$ cat config.mk
export PLATFORM = sky130hd
export DESIGN_NAME = stepper_phase_sequencer_flat
export DESIGN_NICKNAME = d
export VERILOG_FILES = /design/src/sv/sps_pkg.sv /design/src/sv/sps_if.sv /design/src/sv/sps_div.sv /design/src/sv/sps_ctrl.sv /design/src/sv/sps_datapath.sv /design/src/sv/stepper_phase_sequencer.sv /design/src/flat_wrapper.sv
export SDC_FILE = /design/constraint.sdc
export NUM_CORES = 1
export LEC_CHECK = 0
export ABC_AREA = 1
export ABC_CLOCK_PERIOD_IN_PS = 5460
export BUFFER_PORTS_ARGS = -buffer_cell sky130_fd_sc_hd__buf_2
export CAP_MARGIN = 25
export CORE_MARGIN = 3
export CORE_UTILIZATION = 40
export CTS_CLUSTER_DIAMETER = 30
export DETAILED_ROUTE_END_ITERATION = 7
export SYNTH_ARGS = -nofsm -noshare
export SYNTH_HDL_FRONTEND = slang
export SYNTH_HIERARCHICAL = 1
export SYNTH_SLANG_ARGS = --single-unit
$ cat constraint.sdc
create_clock -name clk -period 5.46 [get_ports clk]
set_clock_uncertainty 0.2 [all_clocks]
set_input_delay 1.092 -clock clk [delete_from_list [all_inputs] [get_ports clk]]
set_output_delay 1.092 -clock clk [all_outputs]
set_load 0.005 [all_outputs]
$ cat src/sv/sps_pkg.sv
// Shared types, constants and helper functions for the stepper phase sequencer.
// Depends on nothing; every other file of the block uses it by scoped names.
package sps_pkg;

    // Input clock frequency that the step rate is divided from
    localparam int unsigned CLOCK_HZ = 16000000;

    // Quotient width of CLOCK_HZ / rate, and the divider's step counter width
    localparam int CLK_W = $clog2(CLOCK_HZ + 1);
    localparam int CNT_W = $clog2(CLK_W + 1);

    localparam int RATE_W  = 16;
    localparam int COUNT_W = 16;
    localparam int PSC_W   = 10;
    localparam int PADDR_W = 3;

    // Request codes
    localparam logic [1:0] REQ_TICK = 2'd0;
    localparam logic [1:0] REQ_MOVE = 2'd1;
    localparam logic [1:0] REQ_RUN  = 2'd2;
    localparam logic [1:0] REQ_STOP = 2'd3;

    // Register index carried in paddr[2]
    localparam logic REG_HALF_STEP = 1'b0;

    // Coil drive tables
    localparam logic [3:0] HALF_TABLE [0:7] = '{4'h1, 4'h3, 4'h2, 4'h6,
                                                4'h4, 4'hC, 4'h8, 4'h9};
    localparam logic [3:0] FULL_TABLE [0:3] = '{4'h9, 4'hC, 4'h6, 4'h3};

    // Prescaler shifts; every prescaler is a power of two
    localparam logic [3:0] PSC_SHIFT [0:6] = '{4'd0, 4'd3, 4'd5, 4'd6,
                                               4'd7, 4'd8, 4'd10};

    typedef enum logic [0:0] {
        ST_IDLE,
        ST_DIVIDE
    } state_t;

    typedef struct packed {
        logic [1:0]         req_type;
        logic               direction;
        logic [COUNT_W-1:0] step_count;
        logic [RATE_W-1:0]  step_rate;
        logic               free_coils;
    } req_t;

    typedef struct packed {
        logic [3:0]         coil_pattern;
        logic               accepted;
        logic               running;
        logic [COUNT_W-1:0] steps_to_go;
        logic               step_taken;
    } rsp_t;

    // Controller to datapath
    typedef struct packed {
        logic apply;        // tick, stop or zero-count start, applied without the divider
        logic start_begin;  // latch a start and launch the divider
        logic start_finish; // pick the prescaler and arm the timer
    } cmd_t;

    // Datapath to controller
    typedef struct packed {
        logic needs_div;
        logic div_done;
    } status_t;

    typedef struct packed {
        logic       ok;
        logic [2:0] sel;
        logic [7:0] cmp;
    } pick_t;

    // Prescaler ratio for a select code
    function automatic logic [PSC_W:0] psc_ratio(input logic [2:0] sel);
        logic [PSC_W:0] r;
        case (sel)
            3'd0:    r = (PSC_W+1)'(1);
            3'd1:    r = (PSC_W+1)'(8);
            3'd2:    r = (PSC_W+1)'(32);
            3'd3:    r = (PSC_W+1)'(64);
            3'd4:    r = (PSC_W+1)'(128);
            3'd5:    r = (PSC_W+1)'(256);
            default: r = (PSC_W+1)'(1024);
        endcase
        return r;
    endfunction

    // First prescaler whose count CLOCK_HZ / (prescaler * rate) lies in 2..256.
    // floor(floor(a/b)/2^s) equals floor(a/(b*2^s)), so one quotient serves all.
    function automatic pick_t pick_rate(input logic [CLK_W-1:0] quo,
                                        input logic rate_zero);
        pick_t          p;
        logic [CLK_W-1:0] c;
        p = '0;
        for (int k = 6; k >= 0; k--) begin
            c = quo >> PSC_SHIFT[k];
            if (c >= CLK_W'(2) && c <= CLK_W'(256)) begin
                p.ok  = 1'b1;
                p.sel = 3'(k);
                p.cmp = 8'(c - CLK_W'(1));
            end
        end
        if (rate_zero) begin
            p.ok = 1'b0;
        end
        return p;
    endfunction

endpackage

$ cat src/sv/sps_if.sv
// Valid/ready channel interfaces for requests and results.
// Depends on sps_pkg for the payload types.
interface sps_req_if;
    logic          valid;
    logic          ready;
    sps_pkg::req_t payload;

    modport source (output valid, output payload, input ready);
    modport sink   (input valid, input payload, output ready);
endinterface

interface sps_rsp_if;
    logic          valid;
    logic          ready;
    sps_pkg::rsp_t payload;

    modport source (output valid, output payload, input ready);
    modport sink   (input valid, input payload, output ready);
endinterface

$ cat src/sv/sps_div.sv
// Bit-serial restoring divider: CLOCK_HZ / rate, one quotient bit a cycle.
// Depends on sps_pkg for widths and the clock constant.
module sps_div (
    input  logic                          clk,
    input  logic                          rst_n,
    input  logic                          start,
    input  logic [sps_pkg::RATE_W-1:0]    rate,
    output logic [sps_pkg::CLK_W-1:0]     quotient,
    output logic                          done
);

    logic [sps_pkg::RATE_W:0]   rem_reg, rem_next;
    logic [sps_pkg::CLK_W-1:0]  quo_reg, quo_next;
    logic [sps_pkg::RATE_W-1:0] den_reg, den_next;
    logic [sps_pkg::CNT_W-1:0]  cnt_reg, cnt_next;
    logic                       busy_reg, busy_next;
    logic                       done_reg, done_next;
    logic [sps_pkg::RATE_W:0]   shifted;
    logic [sps_pkg::RATE_W+1:0] trial;

    // One restoring step: shift in the next dividend bit, subtract if it fits
    always_comb
    begin
        rem_next  = rem_reg;
        quo_next  = quo_reg;
        den_next  = den_reg;
        cnt_next  = cnt_reg;
        busy_next = busy_reg;
        done_next = done_reg;
        shifted   = {rem_reg[sps_pkg::RATE_W-1:0], quo_reg[sps_pkg::CLK_W-1]};
        trial     = {1'b0, shifted} - {2'b00, den_reg};
        if (start) begin
            rem_next  = '0;
            quo_next  = sps_pkg::CLK_W'(sps_pkg::CLOCK_HZ);
            den_next  = rate;
            cnt_next  = sps_pkg::CNT_W'(sps_pkg::CLK_W);
            busy_next = 1'b1;
            done_next = 1'b0;
        end else if (busy_reg) begin
            if (!trial[sps_pkg::RATE_W+1]) begin
                rem_next = trial[sps_pkg::RATE_W:0];
                quo_next = {quo_reg[sps_pkg::CLK_W-2:0], 1'b1};
            end else begin
                rem_next = shifted;
                quo_next = {quo_reg[sps_pkg::CLK_W-2:0], 1'b0};
            end
            cnt_next = cnt_reg - sps_pkg::CNT_W'(1);
            if (cnt_reg == sps_pkg::CNT_W'(1)) begin
                busy_next = 1'b0;
                done_next = 1'b1;
            end
        end
    end

    // Hold divider state
    always_ff @(posedge clk or negedge rst_n)
    begin
        if (!rst_n) begin
            rem_reg  <= '0;
            quo_reg  <= '0;
            den_reg  <= '0;
            cnt_reg  <= '0;
            busy_reg <= 1'b0;
            done_reg <= 1'b0;
        end else begin
            rem_reg  <= rem_next;
            quo_reg  <= quo_next;
            den_reg  <= den_next;
            cnt_reg  <= cnt_next;
            busy_reg <= busy_next;
            done_reg <= done_next;
        end
    end

    assign quotient = quo_reg;
    assign done     = done_reg;

endmodule

$ cat src/sv/sps_ctrl.sv
// Controller: handshakes and the wait for the divider on start commands.
// Depends on sps_pkg for the state, command and status types.
module sps_ctrl (
    input  logic              clk,
    input  logic              rst_n,
    input  logic              in_valid,
    output logic              in_ready,
    output logic              out_valid,
    input  logic              out_ready,
    input  sps_pkg::status_t  status,
    output sps_pkg::cmd_t     cmd
);

    sps_pkg::state_t state_reg, state_next;
    logic            out_valid_reg, out_valid_next;
    logic            slot_free;
    logic            load_out;

    // Result slot is free when empty or being taken this cycle
    assign slot_free = !out_valid_reg || out_ready;

    // Next state and commands
    always_comb
    begin
        state_next = state_reg;
        cmd        = '0;
        in_ready   = 1'b0;
        load_out   = 1'b0;
        case (state_reg)
            sps_pkg::ST_IDLE:
            begin
                in_ready = slot_free;
                if (in_valid && slot_free) begin
                    if (status.needs_div) begin
                        cmd.start_begin = 1'b1;
                        state_next      = sps_pkg::ST_DIVIDE;
                    end else begin
                        cmd.apply = 1'b1;
                        load_out  = 1'b1;
                    end
                end
            end
            sps_pkg::ST_DIVIDE:
            begin
                if (status.div_done && slot_free) begin
                    cmd.start_finish = 1'b1;
                    load_out         = 1'b1;
                    state_next       = sps_pkg::ST_IDLE;
                end
            end
            default:
            begin
                state_next = sps_pkg::ST_IDLE;
            end
        endcase
        out_valid_next = load_out || (out_valid_reg && !out_ready);
    end

    // Hold state and result valid
    always_ff @(posedge clk or negedge rst_n)
    begin
        if (!rst_n) begin
            state_reg     <= sps_pkg::ST_IDLE;
            out_valid_reg <= 1'b0;
        end else begin
            state_reg     <= state_next;
            out_valid_reg <= out_valid_next;
        end
    end

    assign out_valid = out_valid_reg;

endmodule

$ cat src/sv/sps_datapath.sv
// Datapath: phase, timer and move state, the divider and the result register.
// Depends on sps_pkg and instantiates sps_div.
module sps_datapath (
    input  logic              clk,
    input  logic              rst_n,
    input  sps_pkg::cmd_t     cmd,
    input  sps_pkg::req_t     req,
    input  logic              cfg_we,
    input  logic              cfg_wdata,
    output logic              half_step_mode,
    output sps_pkg::status_t  status,
    output sps_pkg::rsp_t     rsp
);

    logic                        half_reg, half_next;
    logic [2:0]                  phase_reg, phase_next;
    logic [3:0]                  coil_reg, coil_next;
    logic                        run_reg, run_next;
    logic                        timer_reg, timer_next;
    logic                        rev_reg, rev_next;
    logic                        cont_reg, cont_next;
    logic [sps_pkg::COUNT_W-1:0] steps_reg, steps_next;
    logic [2:0]                  sel_reg, sel_next;
    logic [7:0]                  cmp_reg, cmp_next;
    logic [sps_pkg::PSC_W-1:0]   psc_reg, psc_next;
    logic [7:0]                  per_reg, per_next;

    // Start request held while the divider runs
    logic                        hold_dir_reg, hold_dir_next;
    logic                        hold_cont_reg, hold_cont_next;
    logic                        hold_zero_reg, hold_zero_next;
    logic [sps_pkg::COUNT_W-1:0] hold_cnt_reg, hold_cnt_next;

    sps_pkg::rsp_t               rsp_reg, rsp_next;

    logic [sps_pkg::CLK_W-1:0]   quotient;
    logic                        div_done;
    sps_pkg::pick_t              pick;
    logic [2:0]                  idx_adv;
    logic [3:0]                  coil_adv;
    logic [sps_pkg::COUNT_W-1:0] steps_dec;
    logic                        accepted;
    logic                        stepped;

    sps_div u_div (
        .clk      (clk),
        .rst_n    (rst_n),
        .start    (cmd.start_begin),
        .rate     (req.step_rate),
        .quotient (quotient),
        .done     (div_done)
    );

    // Starts that pass the count check go through the divider
    assign status.needs_div = (req.req_type == sps_pkg::REQ_RUN) ||
                              (req.req_type == sps_pkg::REQ_MOVE &&
                               req.step_count != '0);
    assign status.div_done  = div_done;

    assign pick = sps_pkg::pick_rate(quotient, hold_zero_reg);

    // Next phase with wrap over eight or four entries
    always_comb
    begin
        if (half_reg) begin
            idx_adv  = rev_reg ? phase_reg - 3'd1 : phase_reg + 3'd1;
            coil_adv = sps_pkg::HALF_TABLE[idx_adv];
        end else begin
            idx_adv  = {1'b0, rev_reg ? phase_reg[1:0] - 2'd1 : phase_reg[1:0] + 2'd1};
            coil_adv = sps_pkg::FULL_TABLE[idx_adv[1:0]];
        end
    end

    // Apply the present item
    always_comb
    begin
        half_next      = half_reg;
        phase_next     = phase_reg;
        coil_next      = coil_reg;
        run_next       = run_reg;
        timer_next     = timer_reg;
        rev_next       = rev_reg;
        cont_next      = cont_reg;
        steps_next     = steps_reg;
        sel_next       = sel_reg;
        cmp_next       = cmp_reg;
        psc_next       = psc_reg;
        per_next       = per_reg;
        hold_dir_next  = hold_dir_reg;
        hold_cont_next = hold_cont_reg;
        hold_zero_next = hold_zero_reg;
        hold_cnt_next  = hold_cnt_reg;
        accepted       = 1'b1;
        stepped        = 1'b0;
        steps_dec      = (steps_reg != '0) ? steps_reg - sps_pkg::COUNT_W'(1) : steps_reg;

        if (cmd.apply) begin
            case (req.req_type)
                sps_pkg::REQ_TICK:
                begin
                    if (timer_reg) begin
                        if ({1'b0, psc_reg} + (sps_pkg::PSC_W+1)'(1) >=
                            sps_pkg::psc_ratio(sel_reg)) begin
                            psc_next = '0;
                            // Timer clock: count the period, step at its end
                            if (per_reg == cmp_reg) begin
                                per_next = '0;
                                if (run_reg) begin
                                    phase_next = idx_adv;
                                    coil_next  = coil_adv;
                                    stepped    = 1'b1;
                                    if (!cont_reg) begin
                                        steps_next = steps_dec;
                                        if (steps_dec == '0) begin
                                            timer_next = 1'b0;
                                            run_next   = 1'b0;
                                        end
                                    end
                                end
                            end else begin
                                per_next = per_reg + 8'd1;
                            end
                        end else begin
                            psc_next = psc_reg + sps_pkg::PSC_W'(1);
                        end
                    end
                end
                sps_pkg::REQ_STOP:
                begin
                    timer_next = 1'b0;
                    run_next   = 1'b0;
                    cont_next  = 1'b0;
                    steps_next = '0;
                    if (req.free_coils) begin
                        coil_next = 4'h0;
                    end
                end
                default:
                begin
                    // Counted move of zero steps: drop it
                    accepted = 1'b0;
                end
            endcase
        end

        // Latch the start and stop the timer while the divider runs
        if (cmd.start_begin) begin
            hold_dir_next  = req.direction;
            hold_cont_next = (req.req_type == sps_pkg::REQ_RUN);
            hold_zero_next = (req.step_rate == '0);
            hold_cnt_next  = req.step_count;
            timer_next     = 1'b0;
            psc_next       = '0;
            per_next       = '0;
        end

        // Arm the timer if a prescaler fits, else leave the run state alone
        if (cmd.start_finish) begin
            if (pick.ok) begin
                rev_next   = hold_dir_reg;
                steps_next = hold_cont_reg ? '0 : hold_cnt_reg;
                cont_next  = hold_cont_reg;
                run_next   = 1'b1;
                timer_next = 1'b1;
                sel_next   = pick.sel;
                cmp_next   = pick.cmp;
            end else begin
                accepted = 1'b0;
            end
        end

        if (cfg_we) begin
            half_next  = cfg_wdata;
            phase_next = 3'd0;
        end

        rsp_next = rsp_reg;
        if (cmd.apply || cmd.start_finish) begin
            rsp_next.coil_pattern = coil_next;
            rsp_next.accepted     = accepted;
            rsp_next.running      = run_next;
            rsp_next.steps_to_go  = steps_next;
            rsp_next.step_taken   = stepped;
        end
    end

    // Hold sequencer state
    always_ff @(posedge clk or negedge rst_n)
    begin
        if (!rst_n) begin
            half_reg      <= 1'b1;
            phase_reg     <= 3'd0;
            coil_reg      <= 4'h0;
            run_reg       <= 1'b0;
            timer_reg     <= 1'b0;
            rev_reg       <= 1'b0;
            cont_reg      <= 1'b0;
            steps_reg     <= '0;
            sel_reg       <= 3'd0;
            cmp_reg       <= 8'd0;
            psc_reg       <= '0;
            per_reg       <= 8'd0;
            hold_dir_reg  <= 1'b0;
            hold_cont_reg <= 1'b0;
            hold_zero_reg <= 1'b0;
            hold_cnt_reg  <= '0;
        end else begin
            half_reg      <= half_next;
            phase_reg     <= phase_next;
            coil_reg      <= coil_next;
            run_reg       <= run_next;
            timer_reg     <= timer_next;
            rev_reg       <= rev_next;
            cont_reg      <= cont_next;
            steps_reg     <= steps_next;
            sel_reg       <= sel_next;
            cmp_reg       <= cmp_next;
            psc_reg       <= psc_next;
            per_reg       <= per_next;
            hold_dir_reg  <= hold_dir_next;
            hold_cont_reg <= hold_cont_next;
            hold_zero_reg <= hold_zero_next;
            hold_cnt_reg  <= hold_cnt_next;
        end
    end

    // Result register, held while the receiver stalls
    always_ff @(posedge clk)
    begin
        rsp_reg <= rsp_next;
    end

    assign rsp            = rsp_reg;
    assign half_step_mode = half_reg;

endmodule

$ cat src/sv/stepper_phase_sequencer.sv
// Stepper phase sequencer for a four-coil unipolar motor.
// Channels: req (sink) carries ticks, move/run starts and stops; rsp (source)
// returns one result beat per request beat: coil drive, accepted, running,
// remaining steps and whether a step was taken.
// Ticks and stops are applied directly: the result is valid the cycle after the
// request beat, and a new request is taken every cycle while rsp keeps up.
// A start that passes the count check waits for the bit-serial divider that
// works out CLOCK_HZ / rate one quotient bit a cycle, and req.ready stays
// low meanwhile.
// When rsp stalls, the result register holds and req.ready drops until the
// beat is taken; one result is in flight at most.
// APB port: register 0 (half_step_mode) at byte address 0; writing it resets
// the phase index. pready is always high.
// Reset (rst_n low, asynchronous) gives half-step mode, coils off, stopped.
// Depends on sps_pkg, sps_if, sps_ctrl, sps_datapath and sps_div.
module stepper_phase_sequencer (
    input  logic                        clk,
    input  logic                        rst_n,
    sps_req_if.sink                     req,
    sps_rsp_if.source                   rsp,
    input  logic                        psel,
    input  logic                        penable,
    input  logic                        pwrite,
    input  logic [sps_pkg::PADDR_W-1:0] paddr,
    input  logic [31:0]                 pwdata,
    output logic [31:0]                 prdata,
    output logic                        pready
);

    sps_pkg::cmd_t    cmd;
    sps_pkg::status_t status;
    logic             cfg_we;
    logic             half_step_mode;

    // Decode the APB write to the mode register
    assign pready = 1'b1;
    assign cfg_we = psel && penable && pwrite && pready &&
                    (paddr[2] == sps_pkg::REG_HALF_STEP);
    assign prdata = (paddr[2] == sps_pkg::REG_HALF_STEP) ?
                    {31'd0, half_step_mode} : 32'd0;

    sps_ctrl u_ctrl (
        .clk       (clk),
        .rst_n     (rst_n),
        .in_valid  (req.valid),
        .in_ready  (req.ready),
        .out_valid (rsp.valid),
        .out_ready (rsp.ready),
        .status    (status),
        .cmd       (cmd)
    );

    sps_datapath u_datapath (
        .clk            (clk),
        .rst_n          (rst_n),
        .cmd            (cmd),
        .req            (req.payload),
        .cfg_we         (cfg_we),
        .cfg_wdata      (pwdata[0]),
        .half_step_mode (half_step_mode),
        .status         (status),
        .rsp            (rsp.payload)
    );

    // Requests are taken only when the result slot can receive the beat
    a_ready_slot: assert property (@(posedge clk) disable iff (!rst_n)
        req.ready |-> (!rsp.valid || rsp.ready))
        else $error("request taken while result slot is occupied");

    // A tick is answered in the next cycle
    a_tick_latency: assert property (@(posedge clk) disable iff (!rst_n)
        (req.valid && req.ready && req.payload.req_type == sps_pkg::REQ_TICK)
        |=> rsp.valid)
        else $error("tick result not presented in the next cycle");

    // A step always leaves some coil energised
    a_step_drive: assert property (@(posedge clk) disable iff (!rst_n)
        (rsp.valid && rsp.payload.step_taken) |-> (rsp.payload.coil_pattern != 4'h0))
        else $error("step taken with all coils off");

endmodule
$ cat src/flat_wrapper.sv
// flat-port wrapper written by rule: the top's interface ports become plain ports
module stepper_phase_sequencer_flat 
  (clk, rst_n, psel, penable, pwrite, paddr, pwdata, prdata, pready, req_valid, req_payload, req_ready, rsp_valid, rsp_payload, rsp_ready);
  sps_req_if req_i ();
  sps_rsp_if rsp_i ();
  input  logic clk;
  input  logic rst_n;
  input  logic psel;
  input  logic penable;
  input  logic pwrite;
  input  logic [sps_pkg::PADDR_W-1:0] paddr;
  input  logic [31:0] pwdata;
  output logic [31:0] prdata;
  output logic pready;
  input wire logic [$bits(req_i.valid)-1:0] req_valid;
  input wire logic [$bits(req_i.payload)-1:0] req_payload;
  output wire logic [$bits(req_i.ready)-1:0] req_ready;
  output wire logic [$bits(rsp_i.valid)-1:0] rsp_valid;
  output wire logic [$bits(rsp_i.payload)-1:0] rsp_payload;
  input wire logic [$bits(rsp_i.ready)-1:0] rsp_ready;
  assign req_i.valid = req_valid;
  assign req_i.payload = req_payload;
  assign req_ready = req_i.ready;
  assign rsp_valid = rsp_i.valid;
  assign rsp_payload = rsp_i.payload;
  assign rsp_i.ready = rsp_ready;
  stepper_phase_sequencer u_core (.clk(clk), .rst_n(rst_n), .req(req_i), .rsp(rsp_i), .psel(psel), .penable(penable), .pwrite(pwrite), .paddr(paddr), .pwdata(pwdata), .prdata(prdata), .pready(pready));
endmodule
==> reports/qor.txt, run 1 <==
Startpoint types - flop
Largest net degree at the start of global routing - 72
Post-CTS Resized - 0
# diodes - 0
Longest Clk Path Bufs - 2
Gpl congestion - 0.947
Max reg flops - 24
CP max stage delay - 0.54 ns
RSZ-0062 raised after global routing - no
Fmax - 247 MHz
Rel. slew slack - 46.1%
Classification of the worst setup path - flop to flop
ANT nets after route - 0
CP Max Fanout - 32
Hold_buf cts - 0
Final slew viol count - 0
Synthesized area per cell - 7.10 um^2
Core Region - 28000 um^2
Clk root buf - clkbuf_16
CTS tree - yes
Non-filler cells, final - 2058
FILL cells - 2925
Status - finished clean
Part of the cycle the worst path needs - 74.2%
Die Area - 30700 um^2
Routed WL per cell - 13.7 um
Final wirelength - 28.3 mm
Switch Pwr - 0.00375 W
Finish-stage setup viols - 0
First-pass GRT wire length - 47.6 mm
Vias per cell - 4.94
TNS Setup - 0 ns
Initial antenna violation count - 0
Grt ovf - 0
Synth Flop Type - dfrtp_1
Placed cell count - 2025
Cts bufs inserted - 17
Internal power - 0.00393 W
Drt pass-1 iters - 6
PortBufs - 70
Sequential share of the synthesized area - 36.9%
Static Leakage - 6.50 nW
Setup bufs post-CTS - 0
Clock group share of total power - 15.7%
Synth top area cells - dfrtp_1, nand2_1, inv_1
Clock slew at reported path FFs - 0.07 ns
Mapped cell area - 11400 um^2
Iteration-0 DRC Markers - 745
Top Ports - 136
CP Data Required Time - 5.55 ns
Clk sink count - 164
DIE HEIGHT - 175 um
Final Critical Period - 4.05 ns
Slowest-stage cell, CP - dfrtp_1
CP Capture Type - flop
Layout Nets - 1798
CP top delay family - simple AND/OR/NAND/NOR gates
Pwr dens - 610 nW/um^2
Worst slew pin tran - 0.807 ns
CP dominant cell by count - nand2_1
Seq pwr share - 28.5%
Via count - 10200
Synth Register Bits - 164
EDFF count, synth - 23
Num rows - 61
Final Hold Viols - 0
Via count of the first global-routing pass - 9754
Max-cap violations - 0
Drt drc - 0
Warnings from Yosys - 6
Worst Hold Class - flop to flop
Initial Utilization - 40.9%
Buffers plus inverters on the worst setup path - 3
CTS H-Tree Depth - 4
R2R Setup Slk - 1.41 ns
Switch share - 48.9%
Ys async rst share - 86.0%
Synthesis-to-layout area growth - 10.0%
Clock Latency Late Sink - 0.44 ns
Critical Path AT - 4.14 ns
GRT Util Overall - 18.9%
Peak supply drop - 0.312 mV
Post-DP HPWL - 20.9 mm
Cell Chain, Critical Path - inv_1, ha_1, inv_1, nor2_2, nand3_1, nor2_1, nand2_1, nand2_1, nand2_1, inv_2, nor2_2, nand3_2, nand3_4, nor2_4, nand2_1, nand2_1
Post-synthesis cell count - 1612
Die Wd - 175 um
Share of layout cells above drive strength 1 - 10.0%
Combinational Power Share - 55.8%
Yosys top cell area share - 30.6%
Unique masters post-synth - 57
Yosys top cell by area - dfrtp_1
[final cells by class]
cell class	instances	area [um^2]	share of cell area, %
inverter	251	943	7.49
sequential	164	4220	33.5
clock inverter	13	129	1.02
clock buffer	19	464	3.68
tap	378	473	3.75
timing repair buffer	81	447	3.55
multi-input combinational	1152	5920	47.0
[per-layer routing]
| metal | GRT usage (%) | part of all wire (%) | vias to the layer above | wire length, um |
|---|---|---|---|---|
| li1 | - | - | 5202 | - |
| met1 | 26.1 | 48 | 4706 | 13600 |
| met2 | 30.9 | 46 | 233 | 13100 |
| met3 | 3.02 | 4.1 | 28 | 1150 |
| met4 | 4.62 | 1.3 | 0 | 371 |
| met5 | 0 | 0 | - | 0 |
[synth_stat cells (7+ instances only)]
cell type    n
buf_4       35
a21oi_1     43
ha_1        51
nand3b_1    13
xor2_1      38
nor4_1      12
o21ai_0     98
buf_2        8
nand2_2      8
inv_2        8
dfrtp_1    140
xnor2_1      9
inv_1      239
clkbuf_1    22
nor2_1     114
nor3_1      26
buf_6        7
edfxtp_1    23
nand4_1     28
nand2_1    468
nor2_2      16
nand3_1    115
o22ai_1     24
[stage by stage]
stage	hold slack (ns)	setup WS (ns)	instance area, um^2	total power (W)	utilization, %
5_1_grt	0.306	1.05	12600	0.00852	45.0
4_1_cts	0.279	1.46	12600	0.00770	44.9
6_report	0.279	1.41	12600	0.00768	45.0
3_3_place_gp	0.256	1.05	12000	0.00641	42.8
2_1_floorplan	0.242	1.87	11600	0.00547	-
3_5_place_dp	0.261	1.04	12000	0.00645	42.8
[worst register-to-register path, cell delays in order, from the launching register on]
cell	delay [ns]
dfrtp_1	0.54
inv_1	0.29
ha_1	0.31
inv_1	0.09
nor2_2	0.21
nand3_1	0.10
nor2_1	0.11
nand2_1	0.06
nand2_1	0.09
nand2_1	0.34
inv_2	0.29
nor2_2	0.07
nand3_2	0.11
nand3_4	0.33
nor2_4	0.42
nand2_1	0.20
nand2_1	0.13
[power groups by stage]
stage / clock network, W / logic [W] / registers [W]
after detailed placement: 0 / 0.00425 / 0.00220
after floorplan: 0 / 0.00341 / 0.00205
after CTS: 0.00124 / 0.00427 / 0.00218
after global routing: 0.00130 / 0.00496 / 0.00226
final: 0.00121 / 0.00429 / 0.00219
after global placement: 0 / 0.00421 / 0.00219
[final timing paths]
check                                                                startpoint                                               end  cells past startpoint
min in group asynchronous                                                 rst_n          u_core/u_datapath/psc_reg[2]$_DFFE_PN0P_                      1
worst min register to register    u_core/u_datapath/hold_cnt_reg[8]$_DFFE_PN0P_     u_core/u_datapath/hold_cnt_reg[8]$_DFFE_PN0P_                      2
max in group asynchronous                                                 rst_n  u_core/u_datapath/u_div/quotient[17]$_DFFE_PN0P_                      2
worst max register to register  u_core/u_datapath/u_div/quotient[8]$_DFFE_PN0P_                u_core/u_datapath/rsp[9]$_DFFE_PP_                     16
worst min-delay path              u_core/u_datapath/hold_cnt_reg[8]$_DFFE_PN0P_     u_core/u_datapath/hold_cnt_reg[8]$_DFFE_PN0P_                      2
worst max-delay path            u_core/u_datapath/u_div/quotient[8]$_DFFE_PN0P_                u_core/u_datapath/rsp[9]$_DFFE_PP_                     16
[logic make-up (layout without fill, tap and decap cells)]
group | count (synthesis) | count (layout) | share of synthesized area [%]
buffers and inverters | 326 | 364 | 12.4
other | 2 | 32 | 0.0656
multiplexers | 1 | 1 | 0.0874
flip-flops | 164 | 164 | 36.9
AND/OR/NAND/NOR | 822 | 822 | 31.4
adder cells (fa/ha/maj) | 53 | 53 | 5.92
AO/OA/AOI/OAI | 197 | 197 | 9.62
XOR/XNOR | 47 | 47 | 3.60
[layout by cell type, fill, tap and decap left out, drive strengths merged, types with 23 or more instances in the layout]
master / netlist / layout
nand2: 478 / 478
inv: 247 / 255
dfrtp: 140 / 140
nor2: 136 / 136
nand3: 117 / 117
o21ai: 105 / 105
buf: 51 / 81
ha: 51 / 51
a21oi: 44 / 44
xor2: 38 / 38
conb: 2 / 32
nor3: 29 / 29
nand4: 28 / 28
o22ai: 24 / 24
edfxtp: 23 / 23
Power figures use the tool's default switching activity.
==> run 2, diff against run 1 <==
--- a/config.mk
+++ b/config.mk
@@ -6,7 +6,7 @@
 export NUM_CORES = 1
 export LEC_CHECK = 0
 export ABC_AREA = 1
-export ABC_CLOCK_PERIOD_IN_PS = 5460
+export ABC_CLOCK_PERIOD_IN_PS = 3900
 export BUFFER_PORTS_ARGS = -buffer_cell sky130_fd_sc_hd__buf_2
 export CAP_MARGIN = 25
 export CORE_MARGIN = 3
==> constraint.sdc (replaced) <==
create_clock -name clk -period 3.9 [get_ports clk]
set_clock_uncertainty 0.2 [all_clocks]
set_input_delay 0.78 -clock clk [delete_from_list [all_inputs] [get_ports clk]]
set_output_delay 0.78 -clock clk [all_outputs]
set_load 0.005 [all_outputs]
==> reports/qor.txt, run 2 (same netlist as run 1, synthesis figures left out) <==
Via count of the first global-routing pass - 9759
Static Leakage - 6.58 nW
Die Area - 30700 um^2
Gpl congestion - 0.967
CP Capture Type - flop
Iteration-0 DRC Markers - 735
Grt ovf - 0
Die Wd - 175 um
CP max stage delay - 0.51 ns
Drt drc - 0
Clk sink count - 164
Initial Utilization - 40.9%
Post-DP HPWL - 22.2 mm
Fmax - 280 MHz
TNS Setup - 0 ns
Crit path from - u_core/u_datapath/psc_reg[0]$_DFFE_PN0P_
CP dominant cell by count - nand2_1
Commonest non-fill, non-tap cell in the layout - nand2_1
Largest net degree at the start of global routing - 65
Drt pass-1 iters - 5
Clk root buf - clkbuf_16
Final slew viol count - 0
Classification of the worst setup path - flop to flop
CP Data Required Time - 3.88 ns
Clock slew at reported path FFs - 0.07 ns
Finish-stage setup viols - 0
Rel. slew slack - 57.8%
Layout Nets - 1816
Final Hold Viols - 0
Synthesis-to-layout area growth - 11.2%
Max-cap violations - 0
Initial antenna violation count - 1
Part of the cycle the worst path needs - 91.6%
CTS H-Tree Depth - 4
Cell Chain, Critical Path - ha_1, nand4_1, nor2_1, inv_1, nor2_1, xor2_1, inv_1, ha_1, nand2_1, inv_1, nor2_1, nand2_1, nand2_1, nand2_1, nand2_1, o21ai_0, nand3_1, nand2_1
Routed WL per cell - 14.2 um
Hold_buf cts - 0
Post-CTS Resized - 0
Longest Clk Path Bufs - 2
CP top delay family - simple AND/OR/NAND/NOR gates
Startpoint types - flop
Final Critical Period - 3.57 ns
Worst slew pin tran - 0.634 ns
Clock Latency Late Sink - 0.43 ns
Worst Reg-to-Reg Cells - 18
ANT nets after route - 0
First-pass GRT wire length - 48.5 mm
Setup bufs post-CTS - 0
Critical Path Stages - 18
CTS tree - yes
Via count - 10300
Status - finished clean
R2R Setup Slk - 0.33 ns
Buffers plus inverters on the worst setup path - 3
Worst setup endpoint - u_core/u_datapath/rsp[5]$_DFFE_PP_
Cts bufs inserted - 17
Hold WS - 0.110 ns
Peak supply drop - 0.452 mV
Most frequent cells in the layout - nand2_1, inv_1, dfrtp_1
Worst Hold Class - input pin to asynchronous set/reset pin
DIE HEIGHT - 175 um
GRT Util Overall - 19.4%
Final wirelength - 29.4 mm
Reg2reg start - u_core/u_datapath/psc_reg[0]$_DFFE_PN0P_
Finished Core Util - 45.5%
Top Ports - 136
Critical Path AT - 3.55 ns
RSZ-0062 raised after global routing - no
Max reg flops - 24
Pwr dens - 860 nW/um^2
Total power - 0.0110 W
R2R Path End - u_core/u_datapath/rsp[5]$_DFFE_PP_
Num rows - 61
Vias per cell - 4.97
Core Region - 28000 um^2
PortBufs - 70
Share of layout cells above drive strength 1 - 10.8%
Slowest-stage cell, CP - dfrtp_1
CP Max Fanout - 11
-- run 2: cell types whose count changed in the layout (fill, tap and decap cells not counted), sizes merged --
cell / previous run / this run
buf: 81 / 99
inv: 255 / 251
bufinv: 1 / 2
clkbuf: 19 / 20
clkinv: 7 / 8
clkinvlp: 1 / 2
diode: 0 / 1
-- run 2: layer usage --
metal  part of all wire [%]  wire length, um  global-route usage (%)
met1                     48            14100                    27.2
met2                     46            13600                    31.5
met3                    4.5             1320                    3.00
met4                    1.3              376                    4.72
met5                      0                0                       0
-- run 2: how the worst min path moves through the flow --
stage                                                        from                                       endpoint  slack, ns  depth (start not counted)
finish                                                      rst_n     u_core/u_datapath/phase_reg[1]$_DFFE_PN0P_       0.11                          1
floorplan           u_core/u_datapath/hold_cnt_reg[1]$_DFFE_PN0P_  u_core/u_datapath/hold_cnt_reg[1]$_DFFE_PN0P_       0.24                          2
global placement    u_core/u_datapath/hold_cnt_reg[4]$_DFFE_PN0P_  u_core/u_datapath/hold_cnt_reg[4]$_DFFE_PN0P_       0.26                          2
detailed placement  u_core/u_datapath/hold_cnt_reg[6]$_DFFE_PN0P_  u_core/u_datapath/hold_cnt_reg[6]$_DFFE_PN0P_       0.27                          2
global route                                                rst_n     u_core/u_datapath/phase_reg[1]$_DFFE_PN0P_       0.17                          1
CTS                                                         rst_n     u_core/u_datapath/phase_reg[1]$_DFFE_PN0P_       0.15                          1
-- run 2: layout make-up --
class / count / area [um^2]
clock inverter: 12 / 128
antenna: 1 / 2.50
timing repair buffer: 99 / 599
clock buffer: 20 / 447
sequential: 164 / 4220
tap: 378 / 473
inverter: 251 / 943
multi-input combinational: 1152 / 5920
fill: 2874 / 15300
-- run 2: worst register-to-register path, stage by stage, from the launching register on --
cell	delay [ns]
dfrtp_1	0.51
ha_1	0.26
nand4_1	0.15
nor2_1	0.12
inv_1	0.08
nor2_1	0.13
xor2_1	0.22
inv_1	0.08
ha_1	0.31
nand2_1	0.07
inv_1	0.03
nor2_1	0.09
nand2_1	0.06
nand2_1	0.05
nand2_1	0.23
nand2_1	0.41
o21ai_0	0.15
nand3_1	0.10
nand2_1	0.07
-- run 2: power breakdown --
part / leakage, nW / switching, W / internal, W
logic: 4.30 / 0.00407 / 0.00219
registers: 2.00 / 0.000559 / 0.00245
clock network: 0.281 / 0.000722 / 0.000961
total: 6.58 / 0.00535 / 0.00560
-- run 2: metrics by stage --
step | worst slack, ns | area [um^2] | std cells
floorplan | 0.618 | 11600 | 1642
CTS | 0.356 | 12700 | 2076
global route | 0.00893 | 12700 | 2077
detailed placement | 0.138 | 12200 | 2044
global placement | 0.179 | 12200 | 2044
finish | 0.328 | 12700 | 2077
==> run 3, diff against run 2 <==
==> constraint.sdc (replaced) <==
create_clock -name clk -period 3.9 [get_ports clk]
set_clock_uncertainty 0.2 [all_clocks]
set_input_delay 0.39 -clock clk [delete_from_list [all_inputs] [get_ports clk]]
set_output_delay 0.39 -clock clk [all_outputs]
set_load 0.005 [all_outputs]
==> reports/qor.txt, run 3 (same netlist as run 1, synthesis figures left out) <==
Status - finished clean
Die Area - 30700 um^2
Longest Clk Path Bufs - 2
Layout Nets - 1846
First-pass GRT wire length - 49.2 mm
Clock Latency Late Sink - 0.43 ns
Drt pass-1 iters - 5
Top Ports - 136
Drt drc - 0
Slowest-stage cell, CP - dlygate4sd3_1
Clk root buf - clkbuf_16
# diodes - 0
Gpl congestion - 0.964
Die Wd - 175 um
Static Leakage - 6.70 nW
CP Data Required Time - 3.88 ns
PortBufs - 70
CP Capture Type - flop
Hold Path Origin - req_payload[16]
Worst Hold Class - input pin to flop
Part of the cycle the worst path needs - 92.2%
Grt ovf - 0
Worst Reg-to-Reg Cells - 19
Final slew viol count - 0
Crit path from - req_payload[17]
Vias per cell - 4.94
Cell Chain, Critical Path - dlygate4sd3_1, buf_2, nor4_1, nand4_1, a21o_1, nor2_1, nand3_1, inv_1, inv_1, nor2_1, inv_1, nor4_1, buf_4, buf_4, nand3_1, xor2_1, nand2_1, nand2_1
Startpoint types - input pin
Final Hold Viols - 0
Critical Path AT - 3.57 ns
ANT nets after route - 0
Final wirelength - 29.5 mm
Synthesis-to-layout area growth - 13.8%
Post-DP HPWL - 21.7 mm
Pwr dens - 839 nW/um^2
R2R Setup Slk - 0.40 ns
Initial antenna violation count - 0
CP max stage delay - 0.56 ns
Num rows - 61
GRT Util Overall - 19.5%
Initial Utilization - 40.9%
Max reg flops - 24
R2R Path End - u_core/u_datapath/rsp[4]$_DFFE_PP_
Share of layout cells above drive strength 1 - 10.5%
Hold path depth - 3
Cts bufs inserted - 17
Most frequent cells in the layout - nand2_1, inv_1, dfrtp_1
CTS H-Tree Depth - 4
Final Critical Period - 3.60 ns
DIE HEIGHT - 175 um
CP Max Fanout - 8
CP dominant cell by count - inv_1
Fmax - 278 MHz
Finish-stage setup viols - 0
Clk sink count - 164
Rel. slew slack - 41.0%
RSZ-0062 raised after global routing - no
Iteration-0 DRC Markers - 639
Max-cap violations - 0
Commonest non-fill, non-tap cell in the layout - nand2_1
Via count - 10400
Classification of the worst setup path - input pin to flop
Routed WL per cell - 14.0 um
Total power - 0.0109 W
Via count of the first global-routing pass - 10000
Clock slew at reported path FFs - 0.07 ns
Largest net degree at the start of global routing - 89
Worst slew pin tran - 0.885 ns
CTS tree - yes
Core Region - 28000 um^2
TNS Setup - 0 ns
Peak supply drop - 0.389 mV
Worst Hold Endpoint - u_core/u_datapath/u_div/den_reg[15]$_DFFE_PN0P_
Reg2reg start - u_core/u_datapath/psc_reg[0]$_DFFE_PN0P_
==> run 3: changes by cell type in the layout (fill, tap and decap cells not counted), sizes merged <==
cell | previous run | this run
clkbuf | 20 | 18
clkinvlp | 2 | 1
diode | 1 | 0
inv | 251 | 252
dlygate4sd3 | 0 | 32
buf | 99 | 97
clkinv | 8 | 10
==> run 3: critical path, delay by kind of cell <==
family                 cells  cell delay (ns)
AND/OR/NAND/NOR            9             1.42
buffers and inverters      7             1.38
AO/OA/AOI/OAI              1             0.21
XOR/XNOR                   1             0.16
==> run 3: worst max path at each step <==
stage	to	cells after the start	slack, ns
detailed placement	u_core/u_datapath/rsp[11]$_DFFE_PP_	17	0.33
CTS	u_core/u_datapath/rsp[8]$_DFFE_PP_	18	0.26
finish	u_core/u_datapath/rsp[4]$_DFFE_PP_	18	0.30
floorplan	u_core/u_datapath/rsp[5]$_DFFE_PP_	19	0.97
global placement	u_core/u_datapath/rsp[13]$_DFFE_PP_	17	0.37
global route	u_core/u_datapath/rsp[16]$_DFFE_PP_	20	0.04
==> run 3: final cells by class <==
| cell class | count | area, um^2 |
|---|---|---|
| multi-input combinational | 1152 | 5920 |
| clock buffer | 18 | 429 |
| tap | 378 | 473 |
| inverter | 251 | 943 |
| sequential | 164 | 4220 |
| clock inverter | 14 | 150 |
| fill | 2875 | 15000 |
| timing repair buffer | 129 | 892 |
==> run 3: routing by layer <==
layer,vias up,routed length (um),track usage [%]
li1,5288,-,-
met1,4837,13800,26.5
met2,243,13900,32.5
met3,28,1330,3.15
met4,0,396,5.15
met5,-,0,0
==> run 3: power breakdown <==
part	switching [W]	internal, W
registers	0.000542	0.00245
logic	0.00406	0.00221
clock network	0.000733	0.000951
==> run 3: what timing repair did <==
| item | CTS | global route |
|---|---|---|
| hold buffers | 32 | 0 |
| endpoints found under the setup margin | 0 | 11 |
| buffers inserted | 0 | 1 |
| endpoints found under the hold margin | 117 | 0 |
| gates resized for setup | 0 | 1 |
==> run 3: stage by stage <==
stage	cell area, um^2	util, %	hold WS (ns)	cells	setup slack (ns)
6_report	13000	46.5	0.0202	2106	0.305
2_1_floorplan	11600	-	-0.106	1642	0.968
5_1_grt	13000	46.5	0.0260	2106	0.0417
4_1_cts	13000	46.5	0.00222	2105	0.256
3_3_place_gp	12100	43.3	0.257	2041	0.367
3_5_place_dp	12100	43.3	0.263	2041	0.327
